[config.mk]
export PLATFORM = sky130hd
export DESIGN_NAME = tpdl_ram
export DESIGN_NICKNAME = d
export VERILOG_FILES = /design/src/sv/tpdl_ram.sv
export SDC_FILE = /design/constraint.sdc
export NUM_CORES = 1
export LEC_CHECK = 0
export ABC_AREA = 1
export BUFFER_PORTS_ARGS = -buffer_cell sky130_fd_sc_hd__buf_2
export CAP_MARGIN = 15
export CORE_MARGIN = 4
export CORE_UTILIZATION = 30
export CTS_BUF_LIST = sky130_fd_sc_hd__clkbuf_4 sky130_fd_sc_hd__clkbuf_8
export DETAILED_ROUTE_END_ITERATION = 16
export PLACE_DENSITY = 0.53
export SLEW_MARGIN = 20
export SYNTH_ARGS = -nofsm -noshare
export SYNTH_HDL_FRONTEND = slang
export SYNTH_SLANG_ARGS = --single-unit
export TNS_END_PERCENT = 10
[constraint.sdc]
create_clock -name clk_i -period 2.95 [get_ports clk_i]
set_clock_uncertainty 0.05 [all_clocks]
set_input_delay 0.295 -clock clk_i [delete_from_list [all_inputs] [get_ports clk_i]]
set_output_delay 0.295 -clock clk_i [all_outputs]
set_load 0.05 [all_outputs]
[src/sv/tpdl_ram.sv]
// ----------------------------------------------------------------------------
// tpdl_ram
// Generic single-write, single-read RAM with registered read data.
// ----------------------------------------------------------------------------
module tpdl_ram #(
  parameter int unsigned WIDTH = 8,
  parameter int unsigned DEPTH = 16
) (
  input  logic                     clk_i,
  input  logic                     we_i,
  input  logic [$clog2(DEPTH)-1:0] waddr_i,
  input  logic [WIDTH-1:0]         wdata_i,
  input  logic                     re_i,
  input  logic [$clog2(DEPTH)-1:0] raddr_i,
  output logic [WIDTH-1:0]         rdata_o
);

  logic [WIDTH-1:0] mem_q [DEPTH];

  // write port
  always_ff @(posedge clk_i) begin
    if (we_i) begin
      mem_q[waddr_i] <= wdata_i;
    end
  end

  // registered read port
  always_ff @(posedge clk_i) begin
    if (re_i) begin
      rdata_o <= mem_q[raddr_i];
    end
  end

endmodule

==> flow_summary_export.csv <==
group,metric,value,unit
setup_path,critical_path_arrival,1.90,ns
grt,grt_first_pass_wirelength,22000,um
cts,cts_root_buf,"clkbuf_8",
hold_path,holdCritPathClass,"in -> reg",
cts,cts.path.max_buffers,2,
detailed_routing,post_drt_via_cell_ratio,4.473,
run_status,outcome,"completed",
sta,finalCriticalPeriod,1.750,ns
pwr,power.leakage,2.779,nW
cells_and_area,drive_gt1_share,10.68,%
sta,hold_slack,0.1625,ns
sta,finalCritPeriodShare,59.33,%
yosys,synth_area_leader_cell,"edfxtp_1",
sta,setup_violations,0,
cts,path_clk_slew,0.08,ns
grt,grt_max_degree,65,
detailed_routing,drc,0,
setup_path,required,3.10,ns
sta,drv_slew,0,
grt,antenna_found_initial,0,
cells_and_area,antenna_cells,0,
detailed_routing,topRoutingLayerUsed,"met4",
cts,cts.repair.resized,0,
yosys,synth_nets,570,
detailed_routing,routed_wl,14130,um
detailed_routing,wl_per_cell,16.63,um
pwr,ir_worst_vdd,278.7,uV
setup_path,critPathKind,"in -> reg",
yosys,synth.avg_cell_area,10.61,um2
detailed_routing,wl_met1,6693,um
cts,cts_sinks,136,
cts,hold_buffers,0,
detailed_routing,drt-initial-drc-count,351,
yosys,synth_commonest_cells,"nand2_1, edfxtp_1, inv_1, nand3_1, nor2_1",
detailed_routing,firstDrtPassIters,5,
floorplanning,die_area,21790,um2
yosys,ys_ff_latch,136,
pwr,powerDensity,632.8,nW/um2
placed_design,gp_congestion,0.7917,
detailed_routing,final_antenna_net_count,0,
detailed_routing,wl_met3,895,um
grt,grt_overflow,0,
yosys,synth_most_common_cell,"nand2_1",
yosys,ys_top_cells_by_area,"edfxtp_1, nand2_1, nand3_1, inv_1, buf_6",
placed_design,place.port_buffers,26,
floorplanning,ioPinCount,27,
detailed_routing,route.met2.wl,6298,um
yosys,ys_types,11,
floorplanning,fp-row-count,50,
cells_and_area,fillers,1902,
sta,finalHoldViolations,0,
floorplanning,start_util,30.84,%
sta,tightest_slew,0.9906,ns
yosys,synth_edf_count,136,
yosys,synth_top_area_share,69.85,%
cts,postCtsSetupBuffers,0,
grt,grt_pass1_vias,3622,
sta,relSlewSlack,33.72,%
yosys,synth-main-ff-cell,"edfxtp_1",
setup_path,end_kind,"flop",
yosys,synth.cell_area,5847,um2
cells_and_area,syn_to_final_growth,13.14,%
floorplanning,die_h,147.6,um
placed_design,dp_hpwl,8846,um
cts,cts_tree,"yes",
sta,max_freq,571.4,MHz
setup_path,crit_path_start_kind,"input pin",
yosys,ys_seq_area_share,69.85,%
floorplanning,die_w,147.6,um
cts,cts_buffers,17,
yosys,async_flop_share,0,%
setup_path,crit_fanout,33,
sta,rsz0062_at_grt,"false",
flow_run,drv_cap,0,
yosys,syn_inst,551,
grt,gr-usage-all-layers,13.51,%
sta,finalSetupTns,0,ns
yosys,ys.warnings.count,0,
cells_and_area,fin_nets,596,
detailed_routing,routed-via-count,3802,
cts,clock_insertion_delay_worst_skew,0.46,ns
floorplanning,fp.coreArea,18960,um2
cts,cts.htree.levels,4,
[state kept, by name, summed over array words and instances, names as in the netlist]
name	flops
rdata_o	8
mem_q	128
[cell type report]
type | count | area (um2) | share of cell area (%)
Inverter | 102 | 382.9 | 5.788
Tap cell | 260 | 325.3 | 4.918
Multi-Input combinational cell | 289 | 1214 | 18.35
Timing Repair Buffer | 31 | 167.7 | 2.535
Clock buffer | 17 | 234.0 | 3.537
Clock inverter | 15 | 207.7 | 3.140
Sequential cell | 136 | 4084 | 61.74
[cell families (layout without fill, tap and decap cells)]
logic type	after synthesis	after routing	share of synthesized area, %
and+or+nand+nor	289	289	20.76
buffers and inverters	126	165	9.394
DFF	136	136	69.85
[final timing paths]
check / start / end / slack, ns / cells past startpoint
setup reg to reg: mem_q[13][6] / rdata_o[6] / 1.71 / 6
hold reg to reg: mem_q[10][0] / rdata_o[0] / 0.71 / 6
setup / recovery: raddr_i[1] / rdata_o[6] / 1.20 / 6
hold / removal: re_i / rdata_o[7] / 0.16 / 1
[stage by stage]
stage / total power [mW] / worst slack (ns) / utilization, % / area (um2) / instances
floorplan: 2.413 / 1.654 / - / 5847 / 551
global placement: 2.518 / 0.8070 / 32.57 / 6173 / 818
detailed placement: 2.521 / 0.7551 / 32.57 / 6173 / 818
CTS: 4.217 / 1.243 / 34.90 / 6615 / 850
global route: 4.335 / 1.133 / 34.90 / 6615 / 850
finish: 4.186 / 1.200 / 34.90 / 6615 / 850
[where the power goes]
group | switching [mW] | internal (mW) | total, mW
clock | 0.717 | 0.993 | 1.71
sequential | 0.0132 | 2.18 | 2.19
combinational | 0.220 | 0.0678 | 0.287
total | 0.950 | 3.24 | 4.19
[routing by layer]
| layer | track usage, % | vias up |
|---|---|---|
| met5 | 0 | - |
| met4 | 4.753 | 0 |
| met3 | 3.740 | 18 |
| met2 | 19.73 | 131 |
| met1 | 19.35 | 1823 |
| li1 | - | 1830 |
[critical path, cell delays in order]
cell     delay [ns]
buf_2          0.55
inv_2          0.47
nand3_1        0.21
nand3_1        0.11
nand3_1        0.14
nand2_1        0.10
[cells in the final DEF (no fill, tap or decap)]
master and n:
edfxtp_1 136, clkinv_2 5, clkinvlp_4 1, clkbuf_8 17, inv_1 100, buf_2 26, clkinv_1 2, inv_2 2
nand3b_1 2, nand3_1 97, nand2_1 173, buf_4 5, bufinv_16 5, nor2_1 17, clkinv_4 2
(Power assumes the default switching activity.)
